## src/design/itoa_pkg.sv

```systemverilog
package itoa_pkg;

  localparam int MAX_CHARS  = 64;
  localparam int VALUE_BITS = 64;

  // divider: quotient bits resolved per cycle
  localparam int DIV_BITS  = 8;
  localparam int DIV_STEPS = (VALUE_BITS + DIV_BITS - 1) / DIV_BITS;
  localparam int WORK_W    = DIV_STEPS * DIV_BITS;
  localparam int STEP_W    = $clog2(DIV_STEPS + 1);

  localparam int DIG_AW = $clog2(VALUE_BITS);
  localparam int NDIG_W = $clog2(VALUE_BITS + 1);
  localparam int LEN_W  = 8;

  localparam int FL_ZERO   = 0;
  localparam int FL_PLUS   = 1;
  localparam int FL_SPACE  = 2;
  localparam int FL_LEFT   = 3;
  localparam int FL_PREFIX = 4;
  localparam int FL_SIGNED = 5;
  localparam int FL_CAPS   = 6;

  localparam logic [1:0] ST_OK      = 2'd0;
  localparam logic [1:0] ST_BADBASE = 2'd1;
  localparam logic [1:0] ST_TRUNC   = 2'd2;

  localparam logic [5:0] RADIX_MIN = 6'd2;
  localparam logic [5:0] RADIX_MAX = 6'd36;
  localparam logic [5:0] RADIX_BIN = 6'd2;
  localparam logic [5:0] RADIX_OCT = 6'd8;
  localparam logic [5:0] RADIX_HEX = 6'd16;

  localparam logic [7:0] CH_SPACE = 8'h20;
  localparam logic [7:0] CH_ZERO  = 8'h30;
  localparam logic [7:0] CH_MINUS = 8'h2d;
  localparam logic [7:0] CH_PLUS  = 8'h2b;
  localparam logic [7:0] CH_B     = 8'h62;
  localparam logic [7:0] CH_X     = 8'h78;
  localparam logic [7:0] CH_UA    = 8'h41;
  localparam logic [7:0] CH_LA    = 8'h61;
  localparam logic [7:0] CH_NUL   = 8'h00;

  typedef enum logic [1:0] {SG_NONE, SG_MINUS, SG_PLUS, SG_SPACE} sign_e;

  typedef struct packed {
    logic                  bad;
    logic [VALUE_BITS-1:0] mag;
    logic [5:0]            radix;
    logic [5:0]            fw;
    logic [5:0]            md;
    sign_e                 sign;
    logic [1:0]            plen;
    logic                  zero;
    logic                  left;
    logic                  caps;
  } item_t;

  typedef struct packed {
    logic [7:0] chr;
    logic       last;
    logic [1:0] status;
  } beat_t;

  function automatic logic [7:0] digit_char(input logic [5:0] d, input logic caps);
    logic [7:0] base;
    base = caps ? CH_UA : CH_LA;
    if (d < 6'd10) return CH_ZERO + {2'b00, d};
    return base + {2'b00, d} - 8'd10;
  endfunction

  function automatic logic [7:0] sign_char(input sign_e s);
    case (s)
      SG_MINUS: return CH_MINUS;
      SG_PLUS:  return CH_PLUS;
      default:  return CH_SPACE;
    endcase
  endfunction

endpackage

```

## src/design/integer_to_ascii_formatter_unit.sv

```systemverilog
// Channel | Handshake            | Beat
// input   | push_i / full_o      | value_i, radix_i, field_width_i, min_digits_i, flags_i
// result  | empty_o / pop_i      | character_o, last_o, status_o
//
// Per item: a hand-over, then each digit in the shared divider (8 quotient bits a
// cycle), then sizing, then one beat a cycle while the result queue has room.
// Reset is asynchronous, active low, and clears all queues at once.
// A two-deep queue after the front takes items while the back works; the four-deep
// result queue rides out short pop stalls, longer ones hold the back mid-emission.
module integer_to_ascii_formatter_unit (
  input  logic        clk_i,
  input  logic        rst_ni,
  input  logic        push_i,
  output logic        full_o,
  input  logic [63:0] value_i,
  input  logic [5:0]  radix_i,
  input  logic [5:0]  field_width_i,
  input  logic [5:0]  min_digits_i,
  input  logic [6:0]  flags_i,
  output logic        empty_o,
  input  logic        pop_i,
  output logic [7:0]  character_o,
  output logic        last_o,
  output logic [1:0]  status_o
);
  import itoa_pkg::*;

  item_t item;
  logic  item_valid, item_ready;

  // front: classify sign, prefix and magnitude, hold in a short queue
  itoa_front u_front (
    .clk_i, .rst_ni, .value_i, .radix_i, .field_width_i, .min_digits_i,
    .flags_i, .push_i, .full_o,
    .item_o(item), .item_valid_o(item_valid), .item_ready_i(item_ready)
  );

  // back: digit extraction, layout and character emission
  itoa_back u_back (
    .clk_i, .rst_ni,
    .item_i(item), .item_valid_i(item_valid), .item_ready_o(item_ready),
    .character_o, .last_o, .status_o, .empty_o, .pop_i
  );

  // a bad-base result is a lone NUL beat
  a_badbase: assert property (@(posedge clk_i) disable iff (!rst_ni)
    (!empty_o && status_o == ST_BADBASE) |-> (last_o && character_o == CH_NUL))
    else $error("bad-base beat malformed");

  // text never carries NUL
  a_nul: assert property (@(posedge clk_i) disable iff (!rst_ni)
    (!empty_o && character_o == CH_NUL) |-> (status_o == ST_BADBASE))
    else $error("NUL character in text");

  a_status: assert property (@(posedge clk_i) disable iff (!rst_ni)
    !empty_o |-> (status_o == ST_OK || status_o == ST_BADBASE || status_o == ST_TRUNC))
    else $error("status code out of range");

  // once the back takes an item it is busy and drops ready
  a_handoff: assert property (@(posedge clk_i) disable iff (!rst_ni)
    (item_valid && item_ready) |=> !item_ready)
    else $error("back took item while busy");

endmodule

```

## src/design/itoa_front.sv

```systemverilog
module itoa_front (
  input  logic                  clk_i,
  input  logic                  rst_ni,
  input  logic [63:0]           value_i,
  input  logic [5:0]            radix_i,
  input  logic [5:0]            field_width_i,
  input  logic [5:0]            min_digits_i,
  input  logic [6:0]            flags_i,
  input  logic                  push_i,
  output logic                  full_o,
  output itoa_pkg::item_t       item_o,
  output logic                  item_valid_o,
  input  logic                  item_ready_i
);
  import itoa_pkg::*;

  logic [VALUE_BITS-1:0] v;
  logic                  neg;
  item_t                 cls;
  item_t                 q_q [2];
  logic                  wr_q, rd_q;
  logic [1:0]            cnt_q;
  logic                  do_push, do_pop;

  // classify the incoming item
  always_comb begin
    v         = value_i[VALUE_BITS-1:0];
    neg       = flags_i[FL_SIGNED] & v[VALUE_BITS-1];
    cls.bad   = (radix_i < RADIX_MIN) || (radix_i > RADIX_MAX);
    cls.mag   = neg ? (~v + 1'b1) : v;
    cls.radix = radix_i;
    cls.fw    = field_width_i;
    cls.md    = min_digits_i;
    cls.left  = flags_i[FL_LEFT];
    cls.zero  = flags_i[FL_ZERO] & ~flags_i[FL_LEFT];
    cls.caps  = flags_i[FL_CAPS];
    if (neg) cls.sign = SG_MINUS;
    else if (flags_i[FL_SIGNED] && flags_i[FL_PLUS]) cls.sign = SG_PLUS;
    else if (flags_i[FL_SIGNED] && flags_i[FL_SPACE]) cls.sign = SG_SPACE;
    else cls.sign = SG_NONE;
    if (!flags_i[FL_PREFIX]) cls.plen = 2'd0;
    else if (radix_i == RADIX_BIN || radix_i == RADIX_HEX) cls.plen = 2'd2;
    else if (radix_i == RADIX_OCT) cls.plen = 2'd1;
    else cls.plen = 2'd0;
  end

  assign full_o       = (cnt_q == 2'd2);
  assign item_valid_o = (cnt_q != 2'd0);
  assign item_o       = q_q[rd_q];
  assign do_push      = push_i & ~full_o;
  assign do_pop       = item_valid_o & item_ready_i;

  always_ff @(posedge clk_i or negedge rst_ni) begin
    if (!rst_ni) begin
      wr_q  <= 1'b0;
      rd_q  <= 1'b0;
      cnt_q <= 2'd0;
    end else begin
      if (do_push) wr_q <= ~wr_q;
      if (do_pop) rd_q <= ~rd_q;
      cnt_q <= cnt_q + {1'b0, do_push} - {1'b0, do_pop};
    end
  end

  always_ff @(posedge clk_i) begin
    if (do_push) q_q[wr_q] <= cls;
  end

endmodule

```

## src/design/itoa_back.sv

```systemverilog
module itoa_back (
  input  logic            clk_i,
  input  logic            rst_ni,
  input  itoa_pkg::item_t item_i,
  input  logic            item_valid_i,
  output logic            item_ready_o,
  output logic [7:0]      character_o,
  output logic            last_o,
  output logic [1:0]      status_o,
  output logic            empty_o,
  input  logic            pop_i
);
  import itoa_pkg::*;

  typedef enum logic [1:0] {S_IDLE, S_DIV, S_SIZE, S_EMIT} state_e;

  state_e              state_q;
  item_t               it_q;
  logic [WORK_W-1:0]   work_q, work_d;
  logic [5:0]          rem_q, rem_d;
  logic [STEP_W-1:0]   step_q;
  logic [NDIG_W-1:0]   ndig_q;
  logic [5:0]          dig_mem [VALUE_BITS];
  logic [5:0]          rdata_q;

  logic [LEN_W-1:0]    s0_q, p0_q, z0_q, d0_q, e0_q, emit_q, k_q;
  logic                trunc_q;
  logic [LEN_W-1:0]    s0_d, p0_d, z0_d, d0_d, e0_d, emit_d;
  logic                trunc_d;

  logic                s1_valid_q, s1_dig_q, s1_caps_q;
  beat_t               s1_q, s1_d;
  logic                s1_dig_d;

  beat_t               oq_q [4];
  logic [1:0]          owr_q, ord_q;
  logic [2:0]          ocnt_q;
  beat_t               obeat;
  logic                issue, do_pop, last_step;
  logic [DIG_AW-1:0]   rd_addr;

  // eight restoring-division steps per cycle; quotient bits shift in below
  always_comb begin
    logic [6:0] t;
    rem_d  = rem_q;
    work_d = work_q;
    for (int i = 0; i < DIV_BITS; i++) begin
      t      = {rem_d, work_d[WORK_W-1]};
      work_d = {work_d[WORK_W-2:0], 1'b0};
      if (t >= {1'b0, it_q.radix}) begin
        t         = t - {1'b0, it_q.radix};
        work_d[0] = 1'b1;
      end
      rem_d = t[5:0];
    end
  end

  assign last_step = (step_q == STEP_W'(DIV_STEPS - 1));

  // run layout from digit count
  always_comb begin
    logic [LEN_W-1:0] nd, cnt, used, pad, n, sgn;
    nd      = LEN_W'(ndig_q);
    cnt     = (nd > {2'b00, it_q.md}) ? nd : {2'b00, it_q.md};
    sgn     = (it_q.sign != SG_NONE) ? 8'd1 : 8'd0;
    used    = sgn + {6'd0, it_q.plen} + cnt;
    pad     = ({2'b00, it_q.fw} > used) ? ({2'b00, it_q.fw} - used) : 8'd0;
    n       = used + pad;
    s0_d    = (it_q.zero || it_q.left) ? 8'd0 : pad;
    p0_d    = s0_d + sgn;
    z0_d    = p0_d + {6'd0, it_q.plen};
    d0_d    = z0_d + (it_q.zero ? pad : 8'd0) + (cnt - nd);
    e0_d    = d0_d + nd;
    trunc_d = n > LEN_W'(MAX_CHARS);
    emit_d  = trunc_d ? LEN_W'(MAX_CHARS) : n;
    if (it_q.bad) begin
      trunc_d = 1'b0;
      emit_d  = 8'd1;
    end
  end

  assign issue   = (state_q == S_EMIT) && (k_q < emit_q) &&
                   ((ocnt_q + {2'b00, s1_valid_q}) <= 3'd3);
  assign rd_addr = DIG_AW'(e0_q - 8'd1 - k_q);

  always_comb begin
    s1_dig_d     = 1'b0;
    s1_d.last    = (k_q == emit_q - 8'd1);
    s1_d.status  = trunc_q ? ST_TRUNC : ST_OK;
    if (it_q.bad) begin
      s1_d.chr    = CH_NUL;
      s1_d.status = ST_BADBASE;
    end else if (k_q < s0_q) begin
      s1_d.chr = CH_SPACE;
    end else if (k_q < p0_q) begin
      s1_d.chr = sign_char(it_q.sign);
    end else if (k_q < z0_q) begin
      if (k_q == p0_q) s1_d.chr = CH_ZERO;
      else s1_d.chr = (it_q.radix == RADIX_BIN) ? CH_B : CH_X;
    end else if (k_q < d0_q) begin
      s1_d.chr = CH_ZERO;
    end else if (k_q < e0_q) begin
      s1_d.chr = CH_ZERO;
      s1_dig_d = 1'b1;
    end else begin
      s1_d.chr = CH_SPACE;
    end
  end

  always_comb begin
    obeat     = s1_q;
    if (s1_dig_q) obeat.chr = digit_char(rdata_q, s1_caps_q);
  end

  assign item_ready_o = (state_q == S_IDLE);
  assign empty_o      = (ocnt_q == 3'd0);
  assign do_pop       = pop_i & ~empty_o;
  assign character_o  = oq_q[ord_q].chr;
  assign last_o       = oq_q[ord_q].last;
  assign status_o     = oq_q[ord_q].status;

  always_ff @(posedge clk_i or negedge rst_ni) begin
    if (!rst_ni) begin
      state_q    <= S_IDLE;
      step_q     <= '0;
      ndig_q     <= '0;
      k_q        <= '0;
      s1_valid_q <= 1'b0;
      owr_q      <= 2'd0;
      ord_q      <= 2'd0;
      ocnt_q     <= 3'd0;
    end else begin
      s1_valid_q <= issue;
      if (s1_valid_q) owr_q <= owr_q + 2'd1;
      if (do_pop) ord_q <= ord_q + 2'd1;
      ocnt_q <= ocnt_q + {2'b00, s1_valid_q} - {2'b00, do_pop};
      case (state_q)
        S_IDLE: begin
          if (item_valid_i) begin
            step_q  <= '0;
            ndig_q  <= '0;
            state_q <= item_i.bad ? S_SIZE : S_DIV;
          end
        end
        S_DIV: begin
          if (last_step) begin
            step_q <= '0;
            ndig_q <= ndig_q + 1'b1;
            if (work_d == '0 || ndig_q == NDIG_W'(VALUE_BITS - 1)) state_q <= S_SIZE;
          end else begin
            step_q <= step_q + 1'b1;
          end
        end
        S_SIZE: begin
          k_q     <= '0;
          state_q <= S_EMIT;
        end
        S_EMIT: begin
          if (issue) begin
            k_q <= k_q + 8'd1;
            if (k_q == emit_q - 8'd1) state_q <= S_IDLE;
          end
        end
        default: state_q <= S_IDLE;
      endcase
    end
  end

  // payload registers
  always_ff @(posedge clk_i) begin
    if (state_q == S_IDLE && item_valid_i) begin
      it_q   <= item_i;
      work_q <= WORK_W'(item_i.mag);
      rem_q  <= '0;
    end else if (state_q == S_DIV) begin
      work_q <= work_d;
      rem_q  <= last_step ? 6'd0 : rem_d;
    end
    if (state_q == S_SIZE) begin
      s0_q    <= s0_d;
      p0_q    <= p0_d;
      z0_q    <= z0_d;
      d0_q    <= d0_d;
      e0_q    <= e0_d;
      emit_q  <= emit_d;
      trunc_q <= trunc_d;
    end
    if (issue) begin
      s1_q      <= s1_d;
      s1_dig_q  <= s1_dig_d;
      s1_caps_q <= it_q.caps;
    end
    if (s1_valid_q) oq_q[owr_q] <= obeat;
  end

  // digit store, written LSB digit first
  always_ff @(posedge clk_i) begin
    if (state_q == S_DIV && last_step) dig_mem[ndig_q[DIG_AW-1:0]] <= rem_d;
    rdata_q <= dig_mem[rd_addr];
  end

endmodule

```

## config.mk

```make
export PLATFORM = sky130hd
export DESIGN_NAME = integer_to_ascii_formatter_unit
export DESIGN_NICKNAME = d
export VERILOG_FILES = /design/src/design/itoa_pkg.sv /design/src/design/integer_to_ascii_formatter_unit.sv /design/src/design/itoa_front.sv /design/src/design/itoa_back.sv
export SDC_FILE = /design/constraint.sdc
export NUM_CORES = 1
export LEC_CHECK = 0
export BUFFER_PORTS_ARGS = -buffer_cell sky130_fd_sc_hd__buf_2
export CAP_MARGIN = 5
export CORE_UTILIZATION = 35
export DETAILED_ROUTE_END_ITERATION = 8
export HOLD_SLACK_MARGIN = 0.1
export PLACE_DENSITY = 0.51
export SLEW_MARGIN = 20
export SYNTH_ARGS = -nofsm -noshare
export SYNTH_HDL_FRONTEND = slang
export SYNTH_HIERARCHICAL = 1
export SYNTH_SLANG_ARGS = --single-unit
```

## constraint.sdc

```tcl
create_clock -name clk_i -period 53.6 [get_ports clk_i]
set_input_delay 8.04 -clock clk_i [delete_from_list [all_inputs] [get_ports clk_i]]
set_output_delay 8.04 -clock clk_i [all_outputs]
set_load 0.02 [all_outputs]
```

* Word-level counts from Yosys, hierarchy flattened
Memory sizes are Yosys's and may differ from the RTL's. A register that Yosys moved wholly into a read port is not among the register bits.
Index checks and enable logic that the tools add are counted.
** Storage, ports and cells
- Logic and storage cells :: 218
- Memories :: 3
- Flip-flop bits (word level) :: 191
- Bits in writable memories :: 608
- Output and inout port bits :: 13
** Operators by class
- Add/subtract/negate cells :: 34
- Bitwise gates (word level) :: 11
- Magnitude comparators :: 21
- Mux-type cells :: 69
- Equality and inequality tests :: 19
- Reductions and logical operators :: 25
** Memory list
- u_back.dig_mem :: depth 64, bits a word 6, rd ports 1, clocked after Yosys merged registers in 1, write ports 1, line itoa_back.sv:23 : logic [5:0] dig_mem [VALUE_BITS];
- u_front.q_q :: depth 2, bits a word 90, rd ports 1, clocked after Yosys merged registers in 0, write ports 1, line itoa_front.sv:20 : item_t q_q [2];
- u_back.oq_q :: depth 4, bits a word 11, rd ports 1, clocked after Yosys merged registers in 0, write ports 1, line itoa_back.sv:35 : beat_t oq_q [4];
** Operators by type and width (number)
- 2-to-1 mux 64 bit :: 3
- 2-to-1 mux 8 bit :: 11
- 2-to-1 mux 6 bit :: 11
- adder 64 x 1 -> 64 bit (second input constant) :: 1
- logical NOT 64 bit :: 1
- inverter 64 bit :: 1
- greater-or-equal comparator 7 x 6 -> 1 bit :: 8
- subtractor 6 bit :: 9
- less-than comparator 8 bit :: 6
- adder 8 bit :: 5
- 2-to-1 mux 7 bit :: 4
- 2-to-1 mux 2 bit :: 12
- 2-to-1 mux 1 bit :: 19
- adder 8 x 2 -> 8 bit :: 2
- equality test 8 bit :: 2
- one-hot mux 4 bit (2 select lines) :: 2
- one-hot mux 8 bit (2 select lines) :: 1
- one-hot mux 7 bit (2 select lines) :: 1
- equality test 6 x 2 -> 1 bit (second input constant) :: 2
- 2-to-1 mux 5 bit :: 2
- inequality test 2 x 1 -> 1 bit (second input constant) :: 5
- nonzero test 2 bit :: 5
- adder 8 x 1 -> 8 bit (second input constant) :: 1
- adder 8 x 6 -> 8 bit :: 1
- other kinds (40) :: 64

* Longest topological paths before layout
Gate-level depths: netlist (run 1).
- Depth in word-level cells :: 21
- Depth in mapped cells :: 79

* Cells and area by module
The synthesis (run 1) kept the hierarchy.
** Modules (own cells, without submodules)
- itoa_back :: seq. area each 18352.6 µm², area an instance 30754.5 µm², times used 1, cells each 2162
- itoa_front :: seq. area each 5505.3 µm², area an instance 8375.5 µm², times used 1, cells each 567

* Least setup slack after synthesis (run 1)
OpenSTA, ideal clock, no wires.
- Path kind :: register to register
- From :: register u_back/it_q[20] in the netlist's numbering
- To :: memory u_back.dig_mem[0][0], data pin
- Buffers on the path :: 4
- Period minus slack after synthesis :: 17.750 ns
- Library setup time :: 0.500 ns
- Data required time :: 53.100 ns
- Data arrival time :: 17.250 ns
- Setup slack :: 35.850 ns
- Cell stages (with the launch flop) :: 75
- Cell sequence :: edfxtp_1 inv_1 ha_1 a21o_1 a31oi_1 o21a_4 mux2_2 inv_1 ha_1 nand2b_1 a21oi_1 o311a_1 a2111oi_4 and2_1 buf_4 buf_2 mux2_2 ha_1 (+39 left out) nand2b_1 a21o_1 a21o_1 a211oi_1 o311ai_2 mux2i_1 ha_1 a21o_1 a21o_1 a21o_1 a21o_1 a31o_2 a21o_1 a31o_1 a221oi_1 mux2i_4 and2_1 nor2_1
** Between the ends
- Cells in the longest elaborated chain, start to end :: 16
** RTL lines
- from (decl) :: line itoa_back.sv:18 : item_t it_q;
- from (signal assigned) :: line itoa_back.sv:172 : it_q <= item_i;
- subtractor 6 bit / greater-or-equal comparator 7 x 6 -> 1 bit (equally long branches) :: line itoa_back.sv:51, itoa_back.sv:50
- 2-to-1 mux 6 bit :: line itoa_back.sv:50 : if (t >= {1'b0, it_q.radix}) begin
- subtractor 6 bit / greater-or-equal comparator 7 x 6 -> 1 bit (equally long branches) :: line itoa_back.sv:51, itoa_back.sv:50
- 2-to-1 mux 6 bit :: line itoa_back.sv:50
- subtractor 6 bit / greater-or-equal comparator 7 x 6 -> 1 bit (equally long branches) :: line itoa_back.sv:51, itoa_back.sv:50
- 2-to-1 mux 6 bit :: line itoa_back.sv:50
- subtractor 6 bit / greater-or-equal comparator 7 x 6 -> 1 bit (equally long branches) :: line itoa_back.sv:51, itoa_back.sv:50
- 2-to-1 mux 6 bit :: line itoa_back.sv:50
- subtractor 6 bit / greater-or-equal comparator 7 x 6 -> 1 bit (equally long branches) :: line itoa_back.sv:51, itoa_back.sv:50
- 2-to-1 mux 6 bit :: line itoa_back.sv:50
- greater-or-equal comparator 7 x 6 -> 1 bit / subtractor 6 bit (equally long branches) :: line itoa_back.sv:50, itoa_back.sv:51
- 2-to-1 mux 6 bit :: line itoa_back.sv:50
- subtractor 6 bit / greater-or-equal comparator 7 x 6 -> 1 bit (equally long branches) :: line itoa_back.sv:51, itoa_back.sv:50
- 2-to-1 mux 6 bit :: line itoa_back.sv:50
- greater-or-equal comparator 7 x 6 -> 1 bit (*) :: line itoa_back.sv:50
- 2-to-1 mux 6 bit (*) :: line itoa_back.sv:50
- net u_back.rem_d[0] :: line itoa_back.sv:20 : logic [5:0] rem_q, rem_d;
- to (decl) :: line itoa_back.sv:23
The timed path passes the listed nets; every way through them passes the cells marked *.

* Final worst setup path (run 1)
- From :: register u_back/it_q[20] in the netlist's numbering
- To :: memory u_back.dig_mem[26][1], data pin
** Between the ends
- Cells in the longest elaborated chain, start to end :: 16
** RTL lines (line)
- subtractor 6 bit / greater-or-equal comparator 7 x 6 -> 1 bit (equally long branches) :: itoa_back.sv:51, itoa_back.sv:50
- 2-to-1 mux 6 bit :: itoa_back.sv:50
- subtractor 6 bit / greater-or-equal comparator 7 x 6 -> 1 bit (equally long branches) :: itoa_back.sv:51, itoa_back.sv:50
- 2-to-1 mux 6 bit :: itoa_back.sv:50
- subtractor 6 bit / greater-or-equal comparator 7 x 6 -> 1 bit (equally long branches) :: itoa_back.sv:51, itoa_back.sv:50
- 2-to-1 mux 6 bit :: itoa_back.sv:50
- subtractor 6 bit / greater-or-equal comparator 7 x 6 -> 1 bit (equally long branches) :: itoa_back.sv:51, itoa_back.sv:50
- 2-to-1 mux 6 bit :: itoa_back.sv:50
- subtractor 6 bit / greater-or-equal comparator 7 x 6 -> 1 bit (equally long branches) :: itoa_back.sv:51, itoa_back.sv:50
- 2-to-1 mux 6 bit :: itoa_back.sv:50
- greater-or-equal comparator 7 x 6 -> 1 bit / subtractor 6 bit (equally long branches) :: itoa_back.sv:50, itoa_back.sv:51
- 2-to-1 mux 6 bit :: itoa_back.sv:50
- greater-or-equal comparator 7 x 6 -> 1 bit / subtractor 6 bit (equally long branches) :: itoa_back.sv:50, itoa_back.sv:51
- 2-to-1 mux 6 bit :: itoa_back.sv:50
- subtractor 6 bit / greater-or-equal comparator 7 x 6 -> 1 bit (equally long branches) :: itoa_back.sv:51, itoa_back.sv:50
- 2-to-1 mux 6 bit (*) :: itoa_back.sv:50
- net u_back.rem_d[1] :: itoa_back.sv:20
Marks and branches as above.

==> results.tsv, run 1 <==
metric	value	unit
die_width	336.4	µm
io_buffers	105	
synth_top_cells_by_count	edfxtp_1, nand2_1, nor2_1	
synth_area_leaders	edfxtp_1, mux4_2, ha_1	
syn_to_final_growth	13.25	%
tightestPinTransition	1193	ps
yosysTopAreaCell	edfxtp_1	
setup_ws	33350	ps
synth_most_common_cell	edfxtp_1	
yosys.area_share.simple	0.08499	
synth_xor_xnor_area_share	0.03671	
grt_max_degree	66	
io_pins	106	
critPathMaxFanout	65	
placed_cells_incl_taps	4264	
clockRootBuffer	clkbuf_16	
insertion_delay	680	ps
gr-total-overflow	0	
n_antenna_cell	0	
slowest_stage	and2_1	
fin_skew	54.02	ps
fin_setup_tns	0	ps
crit_path_frequent_cell	a21o_1	
min-delay-start	u_front/cnt_q[1]	
synthCells	2729	
synth_cell_types	88	
rrSetupSlack	33350	ps
final_nets	3159	
dp_hpwl	65.29	mm
ys_dominant_reg_cell	edfxtp_1	
hold_viol	0	
grt_pass1_vias	24000	
die_area	113100	µm²
syn_avg_cell_area	14.34	µm²
yosysSeqAreaShare	0.6097	
holdPathEnd	u_front/cnt_q[1]	
synth_area	39130	µm²
via_count	22640	
rows	122	
synth_seq_cells	804	
core	110800	µm²
firstDrtPassIters	5	
start_util	0.3531	
dieHeight	336.4	µm
place_congestion	0.8597	
cts-buffers-inserted	88	
dp_slack	32980	ps
synth_edf_count	759	
fin_crit_sh	0.3779	
ff2ff_path_depth	69	
hp-class	flip-flop to flip-flop	
fmax	49.38	MHz
fin_util	0.3999	
muxShareOfSynthArea	0.1170	
status	completed	
grt_use_total	0.1706	
antenna_found_initial	0	
slew_violations	0	
instances_no_fill	4428	
drt_first_iter_violations	1168	
synth_compound_area_frac	0.05692	
end_kind	flip-flop	
synth-adder-area-share	0.06951	
rsz0062_at_grt	no	
cts_tree	built	
cp_data_required_time	53940	ps
r2r_start	u_back/it_q[20]	
drive_gt1_frac	0.1871	
arrival	20590	ps
start_kind	flip-flop	
wl_per_cell	21.42	µm
clk_pin_slew	60	ps
clkSinkCount	804	
holdBufCountCts	0	
clockBufferDepth	3	
setup_viol	0	
max_stage_delay	720	ps
layout_min_cycle_time	20250	ps
whs_path_depth	1	
grt_pass1_wl	146.2	mm
ys_warn_count	6	
ant_nets	0	
via_per_inst	5.112	
synth_top_family_by_area	multiplexers	
wl	94.83	mm
drc	0	
cap_violations	0	
maxSlewHeadroom	0.1973	
synth.top_cell.area_share	0.5825	
cts.repair.resized	0	
r2r_end	u_back/dig_mem[26][1]	
worstSetupPathType	flip-flop to flip-flop	
post-cts-setup-buffers	0	
async_flop_share	0.04104	
htreeDepth	3	
[sequential cells by signal, summed over array words and instances (netlist names), 26 cells and up]
register and flops:
u_back/dig_mem 384, u_back/it_q 26, u_back/oq_q 44, u_back/work_q 64, u_front/q_q 180
[layer usage]
layer	vias to the layer above	wire length (µm)	track usage
met5	-	0	0
met3	140	3495	0.02543
met4	0	2660	0.05489
met1	11420	41260	0.2169
li1	10610	-	-
met2	465	47420	0.2970
[cell type report]
cell class	count	area, µm²
repair buffers	133	735.7
fillers	10360	66510
clock inverters	52	541.8
inverters	167	628.1
clock buffers	112	2302
flip-flops and latches	804	23860
multi-input cells	1672	14380
well taps	1488	1862
[per-stage QoR]
step	cell area [µm²]	hold WS, ps
global route	44320	524.8
finish	44320	507.6
global placement	41460	478.0
CTS	44310	505.5
detailed placement	41460	494.1
floorplan	39140	400.3
[cells by family after synthesis]
family,count (synthesis)
fa+ha+maj,200
compound gates,329
other cells,1
mux,277
simple gates,698
buf+inv,256
xor+xnor,164
flops,804
[worst max-delay path by stage]
stage | from | endpoint | slack [ps] | cells past startpoint
2_1_floorplan | u_back/it_q[20] | u_back/dig_mem[0][0] | 35850 | 74
3_3_place_gp | u_back/it_q[20] | u_back/dig_mem[36][5] | 33380 | 66
3_5_place_dp | u_back/it_q[20] | u_back/dig_mem[37][5] | 32980 | 66
4_1_cts | u_back/it_q[20] | u_back/dig_mem[63][5] | 32970 | 66
5_1_grt | u_back/it_q[20] | u_back/dig_mem[29][3] | 31860 | 69
6_report | u_back/it_q[20] | u_back/dig_mem[26][1] | 33350 | 69
[placed cells by master, fill, tap and decap left out, types with 13 or more instances in the layout]
cell type  instances
edfxtp_1         759
nand2_1          232
nor2_1           180
ha_1             169
inv_1            165
mux4_2           131
mux2_2           116
buf_2            105
a21oi_1           91
xnor2_1           90
clkbuf_16         88
xor2_1            71
o21ai_0           54
a21o_1            41
nor3_1            38
nand3_1           35
nor2b_1           32
nand4_1           32
nor4_1            32
dfrtp_1           32
fa_1              28
buf_4             28
mux2i_1           26
clkbuf_1          23
nand2b_1          22
and2_1            21
a31oi_1           20
clkinv_1          17
clkinv_2          15
and3_1            14
o21a_1            13
[critical path: cells and delay by family (launching register included)]
family | cells | cell delay [ps]
buf+inv | 6 | 1460
fa+ha+maj | 8 | 2480
flops | 1 | 700
simple gates | 7 | 1590
compound gates | 40 | 10990
mux | 8 | 2650
Power of run 1 is not shown: default switching activity piles up to over one toggle a cycle in this logic, so the estimate is an artifact.
==> run 2: changes to the inputs <==
--- a/config.mk
+++ b/config.mk
@@ -5,12 +5,13 @@
 export SDC_FILE = /design/constraint.sdc
 export NUM_CORES = 1
 export LEC_CHECK = 0
+export ABC_AREA = 1
 export BUFFER_PORTS_ARGS = -buffer_cell sky130_fd_sc_hd__buf_2
 export CAP_MARGIN = 5
 export CORE_UTILIZATION = 35
 export DETAILED_ROUTE_END_ITERATION = 8
 export HOLD_SLACK_MARGIN = 0.1
-export PLACE_DENSITY = 0.51
+export PLACE_DENSITY = 0.53
 export SLEW_MARGIN = 20
 export SYNTH_ARGS = -nofsm -noshare
 export SYNTH_HDL_FRONTEND = slang
==> constraint.sdc (replaced) <==
create_clock -name clk_i -period 16.3 [get_ports clk_i]
set_input_delay 2.445 -clock clk_i [delete_from_list [all_inputs] [get_ports clk_i]]
set_output_delay 2.445 -clock clk_i [all_outputs]
set_load 0.02 [all_outputs]
==> results.tsv, run 2 <==
metric	value	unit
status	finished with violations	
violations	design-rule violations	
dieHeight	341.9	µm
n_antenna_cell	0	
yosysTopAreaCell	edfxtp_1	
grt_max_degree	157	
drive_gt1_frac	0.09169	
async_flop_share	0.04104	
clk_pin_slew	60	ps
fmax	68.58	MHz
setup_viol	0	
synth_area	40430	µm²
synth_cell_types	61	
insertion_delay	690	ps
holdPathEnd	u_back/rem_q[1]	
rrSetupSlack	1720	ps
hp-class	flip-flop to flip-flop	
firstDrtPassIters	8	
yosysSeqAreaShare	0.5901	
holdBufCountCts	0	
whs_path_depth	2	
slowest_stage	o21a_2	
dp_slack	1250	ps
drt_first_iter_violations	2056	
setup_ws	1719	ps
fin_util	0.3990	
gr-total-overflow	0	
crit_family	compound AO/OA/AOI/OAI gates	
grt_pass1_wl	161.9	mm
io_pins	106	
via_per_inst	4.933	
layout_min_cycle_time	14580	ps
clockBufferDepth	3	
crit_buf_inv	10	
start_util	0.3531	
grt_pass1_vias	27190	
htreeDepth	3	
drc	8	
tightestPinTransition	1023	ps
fin_setup_tns	0	ps
synth_most_common_cell	nand2_1	
synth_seq_cells	804	
rsz0062_at_grt	no	
cp_data_required_time	16790	ps
syn_avg_cell_area	10.14	µm²
ys_dominant_reg_cell	edfxtp_1	
critPathMaxFanout	25	
synth_edf_count	759	
wl	105.2	mm
ys_warn_count	6	
wl_per_cell	18.52	µm
hold_viol	0	
syn_to_final_growth	12.99	%
grt_use_total	0.1796	
worstSetupPathType	flip-flop to flip-flop	
start_kind	flip-flop	
layout_common_cells	nand2_1, edfxtp_1, nor2_1	
arrival	15070	ps
synth.top_cell.area_share	0.5638	
maxSlewHeadroom	0.3002	
ff2ff_path_depth	78	
core	114500	µm²
via_count	28010	
rows	124	
cts-buffers-inserted	91	
largest_reg_flops	384	
end_kind	flip-flop	
clkSinkCount	804	
max_stage_delay	550	ps
clockRootBuffer	clkbuf_16	
place_congestion	0.9146	
r2r_end	u_back/dig_mem[18][2]	
io_buffers	105	
final_nets	4382	
ant_nets	0	
die_width	341.9	µm
synthCells	3986	
die_area	116900	µm²
synth_area_leaders	edfxtp_1, nand2_1, nor2_1	
min-delay-start	u_back/rem_q[1]	
final_common_cell	nand2_1	
cap_violations	0	
fin_skew	34.29	ps
dp_hpwl	71.24	mm
r2r_start	u_back/it_q[20]	
slew_violations	0	
antenna_found_initial	13	
cts_tree	built	
fin_crit_sh	0.8945	
synth_top_cells_by_count	nand2_1, edfxtp_1, nor2_1	
run 2: worst max path at each step:
stage                    startpoint                     to  cells past startpoint
floorplan           u_back/it_q[20]   u_back/dig_mem[0][5]                     83
global placement    u_back/it_q[20]  u_back/dig_mem[53][4]                     79
detailed placement  u_back/it_q[20]  u_back/dig_mem[53][4]                     79
CTS                 u_back/it_q[20]  u_back/dig_mem[53][4]                     79
global route        u_back/it_q[20]  u_back/dig_mem[47][2]                     78
finish              u_back/it_q[20]  u_back/dig_mem[18][2]                     78
run 2: tightest hold or removal path: stages (launching register included):
cell,delay [ps]
dfxtp_1,330
nand2_1,70
nand2_1,50
run 2: through the flow:
stage / hold slack (ps) / instances / area, µm²
6_report: 492.8 / 5678 / 45680
5_1_grt: 514.1 / 5678 / 45680
4_1_cts: 491.5 / 5673 / 45640
3_5_place_dp: 482.4 / 5503 / 42600
3_3_place_gp: 479.8 / 5503 / 42600
2_1_floorplan: 400.3 / 3989 / 40440
run 2: metal layers:
layer  vias to the layer above  track usage  wire length (µm)  share of wire
met3                       179      0.03024              4810          0.046
li1                      13860            -                 -              -
met1                     13320       0.2405             47970           0.46
met2                       631       0.2988             49370           0.47
met5                         -            0               112         0.0011
met4                        18      0.05054              2892          0.028
run 2: repair_timing:
item | 4_1_cts | 5_1_grt
hold endpoints to repair | 0 | 0
gates resized for setup | 0 | 1
buffers inserted | 0 | 5
endpoints found under the setup margin | 0 | 311
run 2: layout make-up:
cell class	count	area [µm²]
Multi-Input combinational cell	2715	14820
Clock inverter	56	620.6
Sequential cell	804	23860
Fill cell	11190	68820
Clock buffer	114	2415
Tap cell	1512	1892
Inverter	337	1274
Timing Repair Buffer	140	800.8
run 2: cells by family after synthesis:
| kind of cell | count (synthesis) | share of synthesized area |
|---|---|---|
| flops | 804 | 0.5901 |
| fa+ha+maj | 200 | 0.06728 |
| xor+xnor | 109 | 0.02361 |
| compound gates | 524 | 0.08121 |
| buf+inv | 470 | 0.04562 |
| other cells | 1 | 0.00009276 |
| simple gates | 1878 | 0.1920 |
Power of run 2 is left out for the same reason.
